===== src/crcfc_pkg.sv =====
// ----------------------------------------------------------------------------
// crcfc_pkg
// Shared types, codes and helpers of the CRC-32 frame checker.
// ----------------------------------------------------------------------------
package crcfc_pkg;

   localparam int MAX_FRAME_BYTES = 1024;
   localparam int LEN_CAP_INT     = 1023;
   localparam int FRAME_LIM_INT   = (MAX_FRAME_BYTES - 10 > LEN_CAP_INT) ?
                                    LEN_CAP_INT : MAX_FRAME_BYTES - 10;

   localparam logic [9:0]  FRAME_LEN_LIMIT = 10'(FRAME_LIM_INT);
   localparam logic [9:0]  LEN_CAP         = 10'(LEN_CAP_INT);
   localparam logic [31:0] CRC_POLY        = 32'hEDB8_8320;
   localparam logic [31:0] CRC_INIT        = 32'hFFFF_FFFF;

   // Configuration register indexes
   localparam logic [1:0] CSR_START_MARKER = 2'd0;
   localparam logic [1:0] CSR_STOP_MARKER  = 2'd1;
   localparam logic [1:0] CSR_MAX_LENGTH   = 2'd2;

   localparam logic [7:0] START_MARKER_RESET = 8'd1;
   localparam logic [7:0] STOP_MARKER_RESET  = 8'd1;
   localparam logic [9:0] MAX_LENGTH_RESET   = 10'd1014;

   localparam logic KIND_PAYLOAD = 1'b0;
   localparam logic KIND_STATUS  = 1'b1;

   typedef enum logic [2:0] {
      ST_OK        = 3'd0,
      ST_SHORT     = 3'd1,
      ST_BAD_START = 3'd2,
      ST_EARLY     = 3'd3,
      ST_BAD_STOP  = 3'd4,
      ST_CRC       = 3'd5,
      ST_TOO_LONG  = 3'd6
   } status_type;

   typedef struct packed {
      logic [7:0] rx_byte;
      logic       reception_end;
   } req_type;

   typedef struct packed {
      logic       item_kind;
      logic [7:0] payload_byte;
      logic [2:0] frame_status;
      logic [9:0] payload_length;
   } rsp_type;

   typedef struct packed {
      logic [7:0] start_marker;
      logic [7:0] stop_marker;
      logic [9:0] max_payload_length;
   } cfg_type;

   // Reflected CRC-32 update over one byte
   function automatic logic [31:0] crc32_byte(input logic [31:0] crc, input logic [7:0] b);
      logic [31:0] c;
      c = crc ^ {24'd0, b};
      for (int k = 0; k < 8; k++) begin
         c = c[0] ? ((c >> 1) ^ CRC_POLY) : (c >> 1);
      end
      return c;
   endfunction

endpackage


===== src/crcfc_parser.sv =====
// ----------------------------------------------------------------------------
// crcfc_parser
// Frame parser: layout checks, CRC accumulation and result forming.
// ----------------------------------------------------------------------------
module crcfc_parser (
   input  logic               clock,
   input  logic               reset,
   input  crcfc_pkg::cfg_type cfg,
   input  logic               hold_valid,
   input  crcfc_pkg::req_type hold_data,
   input  logic               slot_free,
   output logic               take,
   output logic               res_valid,
   output crcfc_pkg::rsp_type res_data
);
   import crcfc_pkg::*;

   typedef enum logic [2:0] {
      PH_START, PH_LEN, PH_PAYLOAD, PH_CRC, PH_STOP, PH_DONE, PH_DISCARD
   } phase_type;

   phase_type  phase_ff, phase_in;
   logic [1:0] idx_ff, idx_in;
   logic [9:0] len_lo_ff, len_lo_in;
   logic       len_hi_ff, len_hi_in;      // any declared length bit above bit 9
   logic [9:0] count_ff, count_in;
   logic [31:0] crc_ff, crc_in;
   logic [31:0] rcrc_ff, rcrc_in;
   logic [3:0] total_ff, total_in;
   status_type err_ff, err_in;

   logic [7:0] b;
   logic       emit;
   logic [9:0] limit;
   logic       len_known;
   status_type st;

   assign b     = hold_data.rx_byte;
   assign take  = hold_valid && slot_free;
   assign limit = (cfg.max_payload_length < FRAME_LEN_LIMIT) ?
                  cfg.max_payload_length : FRAME_LEN_LIMIT;

   always_comb begin
      phase_in  = phase_ff;
      idx_in    = idx_ff;
      len_lo_in = len_lo_ff;
      len_hi_in = len_hi_ff;
      count_in  = count_ff;
      crc_in    = crc_ff;
      rcrc_in   = rcrc_ff;
      err_in    = err_ff;
      emit      = 1'b0;
      total_in  = (total_ff < 4'd11) ? total_ff + 4'd1 : total_ff;

      unique case (phase_ff)
         PH_START: begin
            if (b == cfg.start_marker) begin
               phase_in = PH_LEN;
               idx_in   = 2'd0;
            end else begin
               err_in   = ST_BAD_START;
               phase_in = PH_DISCARD;
            end
         end
         PH_LEN: begin
            case (idx_ff)
               2'd0:    len_lo_in[7:0] = len_lo_ff[7:0] | b;
               2'd1: begin
                  len_lo_in[9:8] = len_lo_ff[9:8] | b[1:0];
                  len_hi_in      = len_hi_ff | (|b[7:2]);
               end
               default: len_hi_in = len_hi_ff | (|b);
            endcase
            if (idx_ff == 2'd3) begin
               idx_in   = 2'd0;
               count_in = 10'd0;
               if (len_hi_in || (len_lo_in > limit)) begin
                  err_in   = ST_TOO_LONG;
                  phase_in = PH_DISCARD;
               end else if (len_lo_in == 10'd0) begin
                  phase_in = PH_CRC;
               end else begin
                  phase_in = PH_PAYLOAD;
               end
            end else begin
               idx_in = idx_ff + 2'd1;
            end
         end
         PH_PAYLOAD: begin
            crc_in   = crc32_byte(crc_ff, b);
            emit     = 1'b1;
            count_in = count_ff + 10'd1;
            if (count_in >= len_lo_ff) begin
               phase_in = PH_CRC;
               idx_in   = 2'd0;
            end
         end
         PH_CRC: begin
            case (idx_ff)
               2'd0:    rcrc_in[7:0]   = rcrc_ff[7:0]   | b;
               2'd1:    rcrc_in[15:8]  = rcrc_ff[15:8]  | b;
               2'd2:    rcrc_in[23:16] = rcrc_ff[23:16] | b;
               default: rcrc_in[31:24] = rcrc_ff[31:24] | b;
            endcase
            if (idx_ff == 2'd3) begin
               idx_in   = 2'd0;
               phase_in = PH_STOP;
            end else begin
               idx_in = idx_ff + 2'd1;
            end
         end
         PH_STOP: begin
            if (err_ff == ST_OK) begin
               if (b != cfg.stop_marker) begin
                  err_in = ST_BAD_STOP;
               end else if (~crc_ff != rcrc_ff) begin
                  err_in = ST_CRC;
               end
            end
            phase_in = PH_DONE;
         end
         default: ;  // done or discarding: hold
      endcase

      len_known = (phase_in == PH_PAYLOAD) || (phase_in == PH_CRC) ||
                  (phase_in == PH_STOP) || (phase_in == PH_DONE) ||
                  ((phase_in == PH_DISCARD) && (err_in == ST_TOO_LONG));

      if (total_in <= 4'd10) begin
         st = ST_SHORT;
      end else if (err_in != ST_OK) begin
         st = err_in;
      end else if (phase_in != PH_DONE) begin
         st = ST_EARLY;
      end else begin
         st = ST_OK;
      end

      res_data = '0;
      if (hold_data.reception_end) begin
         res_data.item_kind      = KIND_STATUS;
         res_data.frame_status   = st;
         res_data.payload_length = !len_known ? 10'd0 : (len_hi_in ? LEN_CAP : len_lo_in);
      end else begin
         res_data.item_kind    = KIND_PAYLOAD;
         res_data.payload_byte = b;
      end
      res_valid = take && (hold_data.reception_end || emit);
   end

   always_ff @(posedge clock) begin
      if (reset || (take && hold_data.reception_end)) begin
         phase_ff  <= PH_START;
         idx_ff    <= 2'd0;
         len_lo_ff <= 10'd0;
         len_hi_ff <= 1'b0;
         count_ff  <= 10'd0;
         crc_ff    <= CRC_INIT;
         rcrc_ff   <= 32'd0;
         total_ff  <= 4'd0;
         err_ff    <= ST_OK;
      end else if (take) begin
         phase_ff  <= phase_in;
         idx_ff    <= idx_in;
         len_lo_ff <= len_lo_in;
         len_hi_ff <= len_hi_in;
         count_ff  <= count_in;
         crc_ff    <= crc_in;
         rcrc_ff   <= rcrc_in;
         total_ff  <= total_in;
         err_ff    <= err_in;
      end
   end

endmodule


===== config.mk =====
export PLATFORM = sky130hd
export DESIGN_NAME = crcfc_parser
export DESIGN_NICKNAME = d
export VERILOG_FILES = /design/src/crcfc_pkg.sv /design/src/crcfc_parser.sv
export SDC_FILE = /design/constraint.sdc
export NUM_CORES = 1
export LEC_CHECK = 0
export BUFFER_PORTS_ARGS = -buffer_cell sky130_fd_sc_hd__buf_2
export CORE_AREA = 2 2 124 90
export DETAILED_ROUTE_END_ITERATION = 10
export DIE_AREA = 0 0 126 92
export PLACE_DENSITY_LB_ADDON = 0.12
export REMOVE_ABC_BUFFERS = 1
export SYNTH_ARGS = -nofsm -noshare
export SYNTH_HDL_FRONTEND = slang
export SYNTH_SLANG_ARGS = --single-unit

===== constraint.sdc =====
create_clock -name clock -period 4.5 [get_ports clock]
set_input_delay 0.675 -clock clock [delete_from_list [all_inputs] [get_ports clock]]
set_output_delay 0.675 -clock clock [all_outputs]
set_load 0.01 [all_outputs]

# Word level (Yosys, flattened, before mapping)
# Index checks and enable logic that the tools add are counted.
# word_totals
reg_bits	97
input_bits	39
out_inout_bits	24
elab_cells	135
# classes
addsub	3
order_cmp	5
n_eq_ne	20
n_mux	47
n_bitwise	19
reduce_logical	29
# op_table
op	count
$mux 32	8
$not 13->14	8
$mux 10	5
$or 8x8->8	5
$mux 3	13
$ne 32x32->1	1
$not 32->32	1
$xor 32x8->32	1
$mux 8	3
$pmux 10 s2	1
$eq 3x3->1 const B	5
$pmux 3 s5	1
$reduce_and 3->1	5
$mux 13	1
$eq 3x2->1 const B	4
$mux 2	6
$add 10x1->10 const B	1
$ge 10x10->1	1
$gt 10x10->1	1
$logic_not 10->1	1
$lt 10x10->1 const B	1
$pmux 3 s3	1
$eq 8x8->1	1
$ne 8x8->1	1
other kinds (28)	47

# Depth between registers and ports, before layout
# Gate-level depths: netlist of the first run.
# logic_depth
depth_word	17
ltp_mapped	15
mapped_depth_nobuf	12

# Worst setup path before layout of the first run
# Ideal clock, no wire load.
# synth_path
path_type	input-to-output
startpoint	in hold_data[2] in the netlist's numbering
endpoint	out res_data[0] in the netlist's numbering
arrival_time_ns	3.202
required_time_ns	3.825
path_slack_ns	0.623
stages	13
n_path_buf	3
cell_sequence	buf_2 -> buf_1 -> nand2_1 -> nand2_1 -> ha_1 -> a21oi_1 -> o21ai_0 -> a2111o_1 -> a211oi_4 -> nor2_2 -> o311a_1 -> buf_6 -> a21oi_1
# synth_rtl
element	line	rtl
start: declaration	crcfc_parser.sv:10	input crcfc_pkg::req_type hold_data,
end: declaration	crcfc_parser.sv:14	output crcfc_pkg::rsp_type res_data

==> summary.md, run 1 <==
| Metric | Value |
|---|---|
| Most used DFF post-synth | `dfxtp_1` |
| Syn_area_per_cell | `8.15 um2` |
| Core Util, Final | `0.642` |
| Status | `completed` |
| Routed via count | `5554` |
| Simple-Gate Fraction of Synth Area | `0.181` |
| Critical Path Stages | `14` |
| GRT overflow | `0` |
| Initial core utilization | `0.574` |
| All-Layer GR Usage | `0.298` |
| Crit Path Category | `flip-flop to primary output` |
| Antenna diode count | `0` |
| Total power | `2.02 mW` |
| DRT antenna net count | `0` |
| Max-slew violations | `0` |
| Mapped cell area | `6070 um2` |
| Clk buf depth | `2` |
| Critical path peak fanout | `12` |
| Seq cells post-synth | `97` |
| Max-capacitance violation count | `0` |
| IO Pins | `63` |
| Clock slew seen by the registers of the worst setup and hold paths | `0.07 ns` |
| Nets@finish | `850` |
| Critical Path Max Stage Delay | `0.39 ns` |
| Distinct cells, synth | `57` |
| Final Setup Violations | `0` |
| DRT Wirelength | `16.7 mm` |
| CP startpoint | `idx_ff[0]$_SDFFE_PP0P_` |
| Cell area after layout | `6780 um2` |
| Slew headroom | `0.206` |
| Worst VDD drop | `0.185 mV` |
| Sw frac | `0.304` |
| Tcrit/Tclk final | `0.964` |
| Antenna violations before repair | `0` |
| Worst-skew pair later-pin latency | `0.35 ns` |
| Routed len/inst | `18.1 um` |
| Clock sinks | `97` |
| Max Freq | `230 MHz` |
| Main combinational cell family by area after synthesis | `XOR/XNOR gates` |
| Worst path bufs/invs | `3` |
| Vias in the first global route | `5261` |
| Row cnt | `32` |
| Drt drc | `0` |
| Routability Congestion | `1.01` |
| Flop2flop setup slack | `1.33 ns` |
| Combinational power share | `0.198` |
| Synth Area in Compound Gates | `0.196` |
| CORE AREA | `10600 um2` |
| CTS tree | `done` |
| Crit path to | `res_data[9]` |
| Data required, critical path | `3.83 ns` |
| FFs w/ async S/R, synth | `0` |
| Post-Syn Instances | `745` |
| Post-synth EDFFs | `0` |
| Fillers | `912` |
| CTS Buf Count | `9` |
| Leak pwr | `2.99 nW` |
| Worst Setup Start Kind | `flip-flop` |
| Pre-Repair DR Iteration Count | `5` |
| Xor-xnor portion of the synthesized cell area | `0.197` |
| Vias per cell | `6.00` |
| Hold crit path type | `flip-flop to flip-flop` |
| Internal power | `1.41 mW` |
| Post-synthesis mux area share | `0.00330` |
| Critical path's top delay family | `compound AO/OA/AOI/OAI gates` |
| Max stage delay cell, worst path | `a211oi_4` |
| Post-CTS Hold Buffers | `0` |
| Layout Skew | `0.00935 ns` |
| RSZ-0062 raised after global routing | `false` |
| Synth warn | `0` |
| Worst-Margin Slew | `1.19 ns` |
| H-tree level count | `3` |
| Placed cell area | `6460 um2` |
| Pwr per Cell Area | `298 nW/um2` |
| Die X | `126 um` |
| Iteration-0 DRC Markers | `579` |
| Post-DP HPWL | `12.4 mm` |
| DIE HEIGHT | `92 um` |
| Clock power share | `0.363` |
| I/O Buffers | `62` |
| Final setup TNS | `0 ns` |
| Worst Path Arrival | `3.67 ns` |
| Footprint of the multi-input gates | `3880 um2` |
| Cells along the critical path | `inv_1, ha_2, buf_4, nand2_1, nand2_1, ha_1, a21oi_1, o21ai_0, a2111o_1, a211oi_4, nor2_2, o311a_4, a21oi_1, buf_2` |
| First-pass GRT wire length | `27.4 mm` |
| Net Sw Power | `0.615 mW` |
| Reg power frac | `0.439` |
| Area grow syn2layout | `11.8%` |
| Share of layout cells above drive strength 1 | `0.149` |
| Largest net degree at the start of global routing | `69` |
| DIE AREA | `11600 um2` |
| Post-route minimum period | `4.34 ns` |
| FF-to-FF Start | `idx_ff[0]$_SDFFE_PP0P_` |
| Root Driver | `clkbuf_16` |
| Worst r2r dst | `phase_ff[2]$_SDFFE_PP0P_` |
| CP endpoint kind | `primary output` |
| Post-synthesis sequential area ratio | `0.320` |
| Worst reg2reg path depth | `13` |
| Post-synthesis adder-cell area fraction | `0.0536` |
| Hold Vio Cnt, Final | `0` |
| FF/Latch Area | `1940 um2` |
## worst register-to-register path, cell delays in order, from the launching register on
cell	delay, ns
dfxtp_1	0.36
inv_1	0.11
ha_2	0.25
buf_4	0.19
nand2_1	0.11
nand2_1	0.09
ha_1	0.32
a21oi_1	0.18
o21ai_0	0.12
a2111o_1	0.37
a211oi_4	0.39
nor2_2	0.12
o31ai_1	0.29
a21oi_1	0.10
## layout make-up
class                           count  area share
Clock inverter                      7     0.00793
Clock buffer                        9      0.0332
Timing Repair Buffer               76      0.0612
Sequential cell                    97       0.286
Inverter                           25      0.0138
Multi-Input combinational cell    576       0.572
Tap cell                          136      0.0251
## per-layer routing
layer | share of wire | global-route usage | wire length, um | vias to the layer above
met5 | 0 | 0 | 0 | -
met4 | 0.013 | 0.0705 | 226 | 0
met3 | 0.083 | 0.0508 | 1390 | 24
met2 | 0.43 | 0.447 | 7230 | 226
met1 | 0.47 | 0.445 | 7910 | 2627
li1 | - | - | - | 2677
## flip-flops by register name, summed over array words and instances (netlist names)
name       count
crc_ff        32
phase_ff       3
count_ff      10
total_ff       4
err_ff         3
rcrc_ff       32
idx_ff         2
len_hi_ff      1
len_lo_ff     10
## cell usage in the layout, fill, tap and decap left out, types with 6 or more instances in the layout
master / synthesis / layout
nor2b_1: 10 / 10
buf_4: 1 / 14
nand2_1: 75 / 74
inv_1: 25 / 25
nand4_1: 17 / 17
o31ai_1: 12 / 12
buf_2: 8 / 62
nand3_1: 24 / 24
and3_1: 6 / 6
nor3_1: 8 / 8
dfxtp_1: 97 / 97
nor4_1: 9 / 8
o211ai_1: 28 / 28
nand3b_1: 6 / 6
ha_1: 26 / 25
nor2_1: 67 / 67
xnor2_1: 47 / 47
clkbuf_16: 0 / 9
o21ai_0: 29 / 29
a21oi_1: 61 / 59
xor2_1: 73 / 73
xnor2_2: 7 / 7
a31oi_1: 20 / 20
## how the worst min path moves through the flow
stage | from | endpoint | slack (ns) | cells past startpoint
after CTS | rcrc_ff[26]$_SDFFE_PP0P_ | rcrc_ff[26]$_SDFFE_PP0P_ | 0.49 | 2
after floorplan | rcrc_ff[16]$_SDFFE_PP0P_ | rcrc_ff[16]$_SDFFE_PP0P_ | 0.46 | 2
after global routing | rcrc_ff[26]$_SDFFE_PP0P_ | rcrc_ff[26]$_SDFFE_PP0P_ | 0.52 | 2
final | rcrc_ff[19]$_SDFFE_PP0P_ | rcrc_ff[19]$_SDFFE_PP0P_ | 0.49 | 2
after detailed placement | rcrc_ff[26]$_SDFFE_PP0P_ | rcrc_ff[26]$_SDFFE_PP0P_ | 0.48 | 2
after global placement | rcrc_ff[17]$_SDFFE_PP0P_ | rcrc_ff[17]$_SDFFE_PP0P_ | 0.47 | 2
## synthesized netlist by cell type (7+ instances only)
library cell  instances  share of area
nor4_1                9         0.0093
nor3_1                8         0.0066
nand3_1              24          0.020
o21ai_0              29          0.024
nand2_1              75          0.046
xnor2_2               7          0.019
inv_1                25          0.015
o31ai_1              12          0.015
clkbuf_1             32          0.020
buf_2                 8         0.0066
nand4_1              17          0.018
a31oi_1              20          0.021
nor2b_1              10          0.010
a21oi_1              61          0.050
xor2_1               73           0.11
xnor2_1              47          0.068
nor2_1               67          0.041
o211ai_1             28          0.035
dfxtp_1              97           0.32
ha_1                 26          0.054
## per-stage QoR
step | worst slack [ns] | hold slack [ns] | std cells
final | 0.160 | 0.494 | 926
after global placement | 0.418 | 0.466 | 910
after CTS | 0.0463 | 0.495 | 926
after global routing | 0.0128 | 0.517 | 926
after floorplan | 0.627 | 0.456 | 698
after detailed placement | 0.298 | 0.478 | 910
## power by group through the flow
stage | clock network, mW | registers [mW] | logic (mW)
2_1_floorplan | 0 | 0.903 | 0.268
3_3_place_gp | 0 | 0.908 | 0.380
3_5_place_dp | 0 | 0.909 | 0.388
4_1_cts | 0.742 | 0.888 | 0.392
5_1_grt | 0.779 | 0.891 | 0.437
6_report | 0.734 | 0.889 | 0.401
## what timing repair did
item                       CTS  global route
gates resized for setup      0             6
buffers inserted             0             0
setup endpoints to repair    0            12
## logic make-up after synthesis
family,count (synthesis)
xor+xnor,129
simple gates,234
fa+ha+maj,26
buf+inv,72
flops,97
compound gates,185
mux,2
(Power assumes the default switching activity.)
==> inputs of run 2 (changes only) <==
==> constraint.sdc (replaced) <==
create_clock -name clock -period 4.5 [get_ports clock]
set_input_delay 0.675 -clock clock [delete_from_list [all_inputs] [get_ports clock]]
set_output_delay 0.675 -clock clock [all_outputs]
set_load 0.1 [all_outputs]
==> summary.md, run 2 (synthesized netlist as in run 1, its figures left out) <==
| Metric | Value |
|---|---|
| CP endpoint kind | `primary output` |
| Worst-Margin Slew | `1.21 ns` |
| Die X | `126 um` |
| Slew headroom | `0.190` |
| DRT antenna net count | `0` |
| Total power | `2.10 mW` |
| CTS Buf Count | `9` |
| Worst-skew pair later-pin latency | `0.35 ns` |
| Cells along the critical path | `inv_1, ha_4, buf_12, nand2_1, nand2_1, ha_1, a21o_1, a21o_1, a2111o_1, a211oi_4, nor2_4, o311a_4, a21oi_4, buf_12` |
| Root Driver | `clkbuf_16` |
| DIE HEIGHT | `92 um` |
| Vias per cell | `6.12` |
| Hold crit path type | `flip-flop to flip-flop` |
| Clk buf depth | `2` |
| Largest regs | `crc_ff (32), rcrc_ff (32)` |
| Flop2flop setup slack | `1.38 ns` |
| Commonest non-fill, non-tap cells in the layout | `dfxtp_1, nand2_1, xor2_1` |
| Vias in the first global route | `5300` |
| Met3 Usage GRT | `0.0788` |
| DIE AREA | `11600 um2` |
| IO Pins | `63` |
| Worst VDD drop | `0.181 mV` |
| Critical path peak fanout | `14` |
| Row cnt | `32` |
| Crit Path Category | `flip-flop to primary output` |
| Worst Setup Start Kind | `flip-flop` |
| Pre-Repair DR Iteration Count | `5` |
| Pwr per Cell Area | `291 nW/um2` |
| Routed via count | `5701` |
| Tcrit/Tclk final | `0.986` |
| Grt met1 use | `0.440` |
| Area grow syn2layout | `18.9%` |
| Fillers | `890` |
| Clock sinks | `97` |
| I/O Buffers | `62` |
| Hold Vio Cnt, Final | `0` |
| Max stage delay cell, worst path | `a2111o_1` |
| Critical Path Max Stage Delay | `0.50 ns` |
| Max-capacitance violation count | `0` |
| Setup ws final | `0.0612 ns` |
| GRT overflow | `0` |
| Routability Congestion | `0.913` |
| Post-route minimum period | `4.44 ns` |
| H-tree level count | `3` |
| Met2 Track Usage GR | `0.451` |
| Layout Skew | `0.00789 ns` |
| Max Freq | `225 MHz` |
| Final Setup Violations | `0` |
| Leak pwr | `3.09 nW` |
| Clock slew seen by the registers of the worst setup and hold paths | `0.07 ns` |
| Antenna violations before repair | `0` |
| First-pass GRT wire length | `27.8 mm` |
| Drt drc | `0` |
| DRT Wirelength | `17.6 mm` |
| Initial core utilization | `0.574` |
| CTS tree | `done` |
| Status | `completed` |
| Nets@finish | `856` |
| Antenna diode count | `0` |
| CORE AREA | `10600 um2` |
| Max-slew violations | `0` |
| Post-DP HPWL | `12.8 mm` |
| Largest net degree at the start of global routing | `69` |
| Share of layout cells above drive strength 1 | `0.180` |
| GRT busiest layer | `met2` |
| Placement Setup Slack | `0.167 ns` |
| Worst Path Arrival | `3.76 ns` |
| FF/Latch Area | `1950 um2` |
| Data required, critical path | `3.83 ns` |
| Footprint of the multi-input gates | `4070 um2` |
| Iteration-0 DRC Markers | `601` |
| All-Layer GR Usage | `0.302` |
| Routed len/inst | `18.9 um` |
| Commonest non-fill, non-tap cell in the layout | `dfxtp_1` |
| Core Util, Final | `0.683` |
run 2: timing repair:
item,in CTS,in global routing
cloned,0,1
pin swaps,2,5
hold buffers,0,0
setup buffers,0,3
endpoints found under the setup margin,12,12
resized for setup,16,24
run 2: report_power, final:
| group | internal, mW | switching [mW] |
|---|---|---|
| combinational | 0.172 | 0.305 |
| sequential | 0.870 | 0.0160 |
| clock | 0.382 | 0.353 |
| total | 1.42 | 0.674 |
run 2: layout make-up:
type                       instances  share of cell area
sequential                        97               0.270
timing repair buffer              81              0.0912
clock buffer                      10              0.0317
multi-input combinational        577               0.564
tap                              136              0.0236
inverter                          25              0.0130
clock inverter                     6             0.00711
run 2: worst max-delay path, delay by kind of cell (launching register included):
family          cells  cell delay [ns]
compound gates      6             1.85
fa+ha+maj           2             0.52
buf+inv             3             0.44
flops               1             0.36
simple gates        3             0.24
run 2: final timing paths:
path                                 start                        to  depth (start not counted)
setup / recovery    idx_ff[1]$_SDFFE_PP0P_               res_data[2]                         14
hold / removal    rcrc_ff[11]$_SDFFE_PP0P_  rcrc_ff[11]$_SDFFE_PP0P_                          2
setup reg to reg  count_ff[2]$_SDFFE_PP0P_    idx_ff[0]$_SDFFE_PP0P_                         12
hold reg to reg   rcrc_ff[11]$_SDFFE_PP0P_  rcrc_ff[11]$_SDFFE_PP0P_                          2
run 2: stage by stage:
stage	setup TNS [ns]	hold WS, ns	cells	area (um2)
6_report	0	0.497	932	7220
2_1_floorplan	-7.08	0.456	698	5860
3_5_place_dp	0	0.481	912	6670
4_1_cts	0	0.499	928	7020
3_3_place_gp	0	0.466	912	6670
5_1_grt	-0.251	0.517	932	7220
run 2: layer usage:
layer  routed length [um]  up-vias
met4                  219        0
met5                    0        -
met1                 8120     2736
met3                 1690       33
li1                     -     2694
met2                 7610      238
==> inputs of run 3 (changes only) <==
--- a/config.mk
+++ b/config.mk
@@ -10,6 +10,7 @@
 export DETAILED_ROUTE_END_ITERATION = 10
 export DIE_AREA = 0 0 126 92
 export PLACE_DENSITY_LB_ADDON = 0.12
+export RECOVER_POWER = 25
 export REMOVE_ABC_BUFFERS = 1
 export SYNTH_ARGS = -nofsm -noshare
 export SYNTH_HDL_FRONTEND = slang
==> summary.md, run 3 (synthesized netlist as in run 1, its figures left out) <==
| Metric | Value |
|---|---|
| CORE AREA | `10600 um2` |
| Final setup TNS | `0 ns` |
| Data required, critical path | `3.83 ns` |
| Critical path peak fanout | `14` |
| Clk buf depth | `2` |
| Leak pwr | `3.06 nW` |
| Final Setup Violations | `0` |
| Routed via count | `5699` |
| Commonest non-fill, non-tap cell in the layout | `dfxtp_1` |
| Flop2flop setup slack | `1.36 ns` |
| Fin cells | `932` |
| Routability Congestion | `0.913` |
| Tcrit/Tclk final | `0.986` |
| Commonest non-fill, non-tap cells in the layout | `dfxtp_1, nand2_1, xor2_1` |
| Post-CTS Hold Buffers | `0` |
| Area grow syn2layout | `18.6%` |
| Hold Vio Cnt, Final | `0` |
| FF-to-FF Start | `idx_ff[1]$_SDFFE_PP0P_` |
| Worst-Margin Slew | `2.12 ns` |
| Clock slew seen by the registers of the worst setup and hold paths | `0.07 ns` |
| Worst Hold Launch | `rcrc_ff[11]$_SDFFE_PP0P_` |
| Vias per cell | `6.11` |
| Worst r2r dst | `phase_ff[2]$_SDFFE_PP0P_` |
| Routed len/inst | `18.9 um` |
| Worst Path Arrival | `3.76 ns` |
| Status | `finished, violations left` |
| IO Pins | `63` |
| Worst VDD drop | `0.182 mV` |
| First-pass GRT wire length | `27.8 mm` |
| Worst Setup Start Kind | `flip-flop` |
| Core Util, Final | `0.681` |
| Max Freq | `225 MHz` |
| Antenna diode count | `0` |
| GRT overflow | `0` |
| Initial core utilization | `0.574` |
| Violated checks | `max-capacitance violations, max-slew violations` |
| Vias in the first global route | `5300` |
| Crit Path Category | `flip-flop to primary output` |
| Clock sinks | `97` |
| Worst reg2reg path depth | `13` |
| Max-slew violations | `131` |
| DRT antenna net count | `0` |
| Hold path cells | `2` |
| Fillers | `898` |
| DIE AREA | `11600 um2` |
| Share of layout cells above drive strength 1 | `0.166` |
| WHS Endpoint | `rcrc_ff[11]$_SDFFE_PP0P_` |
| CTS tree | `done` |
| Slew headroom | `-0.414` |
| Root Driver | `clkbuf_16` |
| Post-DP HPWL | `12.8 mm` |
| Max-capacitance violation count | `2` |
| Post-Place Cells | `912` |
| I/O Buffers | `62` |
| Pre-Repair DR Iteration Count | `5` |
| CP endpoint kind | `primary output` |
| Die X | `126 um` |
| Largest net degree at the start of global routing | `69` |
| Iteration-0 DRC Markers | `613` |
| DRT Wirelength | `17.6 mm` |
| DIE HEIGHT | `92 um` |
| All-Layer GR Usage | `0.302` |
| Row cnt | `32` |
| Total power | `2.10 mW` |
| Drt drc | `0` |
| CTS Buf Count | `9` |
| Antenna violations before repair | `0` |
| Worst-skew pair later-pin latency | `0.35 ns` |
| Post-route minimum period | `4.44 ns` |
| Largest regs | `crc_ff (32), rcrc_ff (32)` |
| H-tree level count | `3` |
| Nets@finish | `856` |
| Hold crit path type | `flip-flop to flip-flop` |
| Layout Skew | `0.00902 ns` |
| Pwr per Cell Area | `291 nW/um2` |
[run 3: power by group]
part / switching, mW / internal (mW) / leakage, nW
clock network: 0.352 / 0.382 / 0.127
registers: 0.0160 / 0.870 / 0.786
logic: 0.305 / 0.172 / 2.15
total: 0.673 / 1.42 / 3.06
[run 3: cell type report]
type,instances,area [um2],share of cell area
multi-input combinational,577,4060,0.564
sequential,97,1950,0.270
timing repair buffer,81,647,0.0898
clock buffer,10,229,0.0318
tap,136,170,0.0236
inverter,25,93.8,0.0130
clock inverter,6,51.3,0.00712
[run 3: critical path, cell delays in order, from the launching register on]
cell	delay [ns]
dfxtp_2	0.36
inv_1	0.09
ha_4	0.21
buf_12	0.16
nand2_1	0.08
nand2_1	0.07
ha_1	0.31
a21o_1	0.16
a21o_1	0.16
a2111o_1	0.50
a211oi_4	0.38
nor2_4	0.09
o311a_4	0.45
a21oi_4	0.18
buf_12	0.19
[run 3: worst max path at each step]
stage	from	to	slack [ns]	depth (start not counted)
after detailed placement	cfg[8]	res_data[0]	0.17	13
after CTS	idx_ff[0]$_SDFFE_PP0P_	res_data[1]	0.0003	14
final	idx_ff[1]$_SDFFE_PP0P_	res_data[9]	0.06	14
after global placement	cfg[9]	res_data[1]	0.21	13
after global routing	idx_ff[1]$_SDFFE_PP0P_	res_data[10]	-0.04	15
after floorplan	idx_ff[0]$_SDFFE_PP0P_	res_data[0]	-0.61	12
[run 3: per-layer routing]
| layer | track usage | wire (um) | up-vias |
|---|---|---|---|
| met2 | 0.451 | 7620 | 261 |
| met3 | 0.0788 | 1800 | 21 |
| li1 | - | - | 2695 |
| met4 | 0.0595 | 183 | 0 |
| met1 | 0.440 | 8020 | 2722 |
| met5 | 0 | 0 | - |
[run 3: what timing repair did]
action / CTS / global route
gates cloned: 0 / 1
gates resized for setup: 16 / 24
setup endpoints to repair: 12 / 12
pin swaps: 2 / 5
setup buffers: 0 / 3
[run 3: through the flow]
| stage | setup slack (ns) | area [um2] | hold WS, ns |
|---|---|---|---|
| 6_report | 0.0613 | 7200 | 0.497 |
| 5_1_grt | -0.0441 | 7200 | 0.517 |
| 4_1_cts | 0.000300 | 7020 | 0.499 |
| 3_5_place_dp | 0.167 | 6670 | 0.481 |
| 3_3_place_gp | 0.211 | 6670 | 0.466 |
| 2_1_floorplan | -0.615 | 5860 | 0.456 |
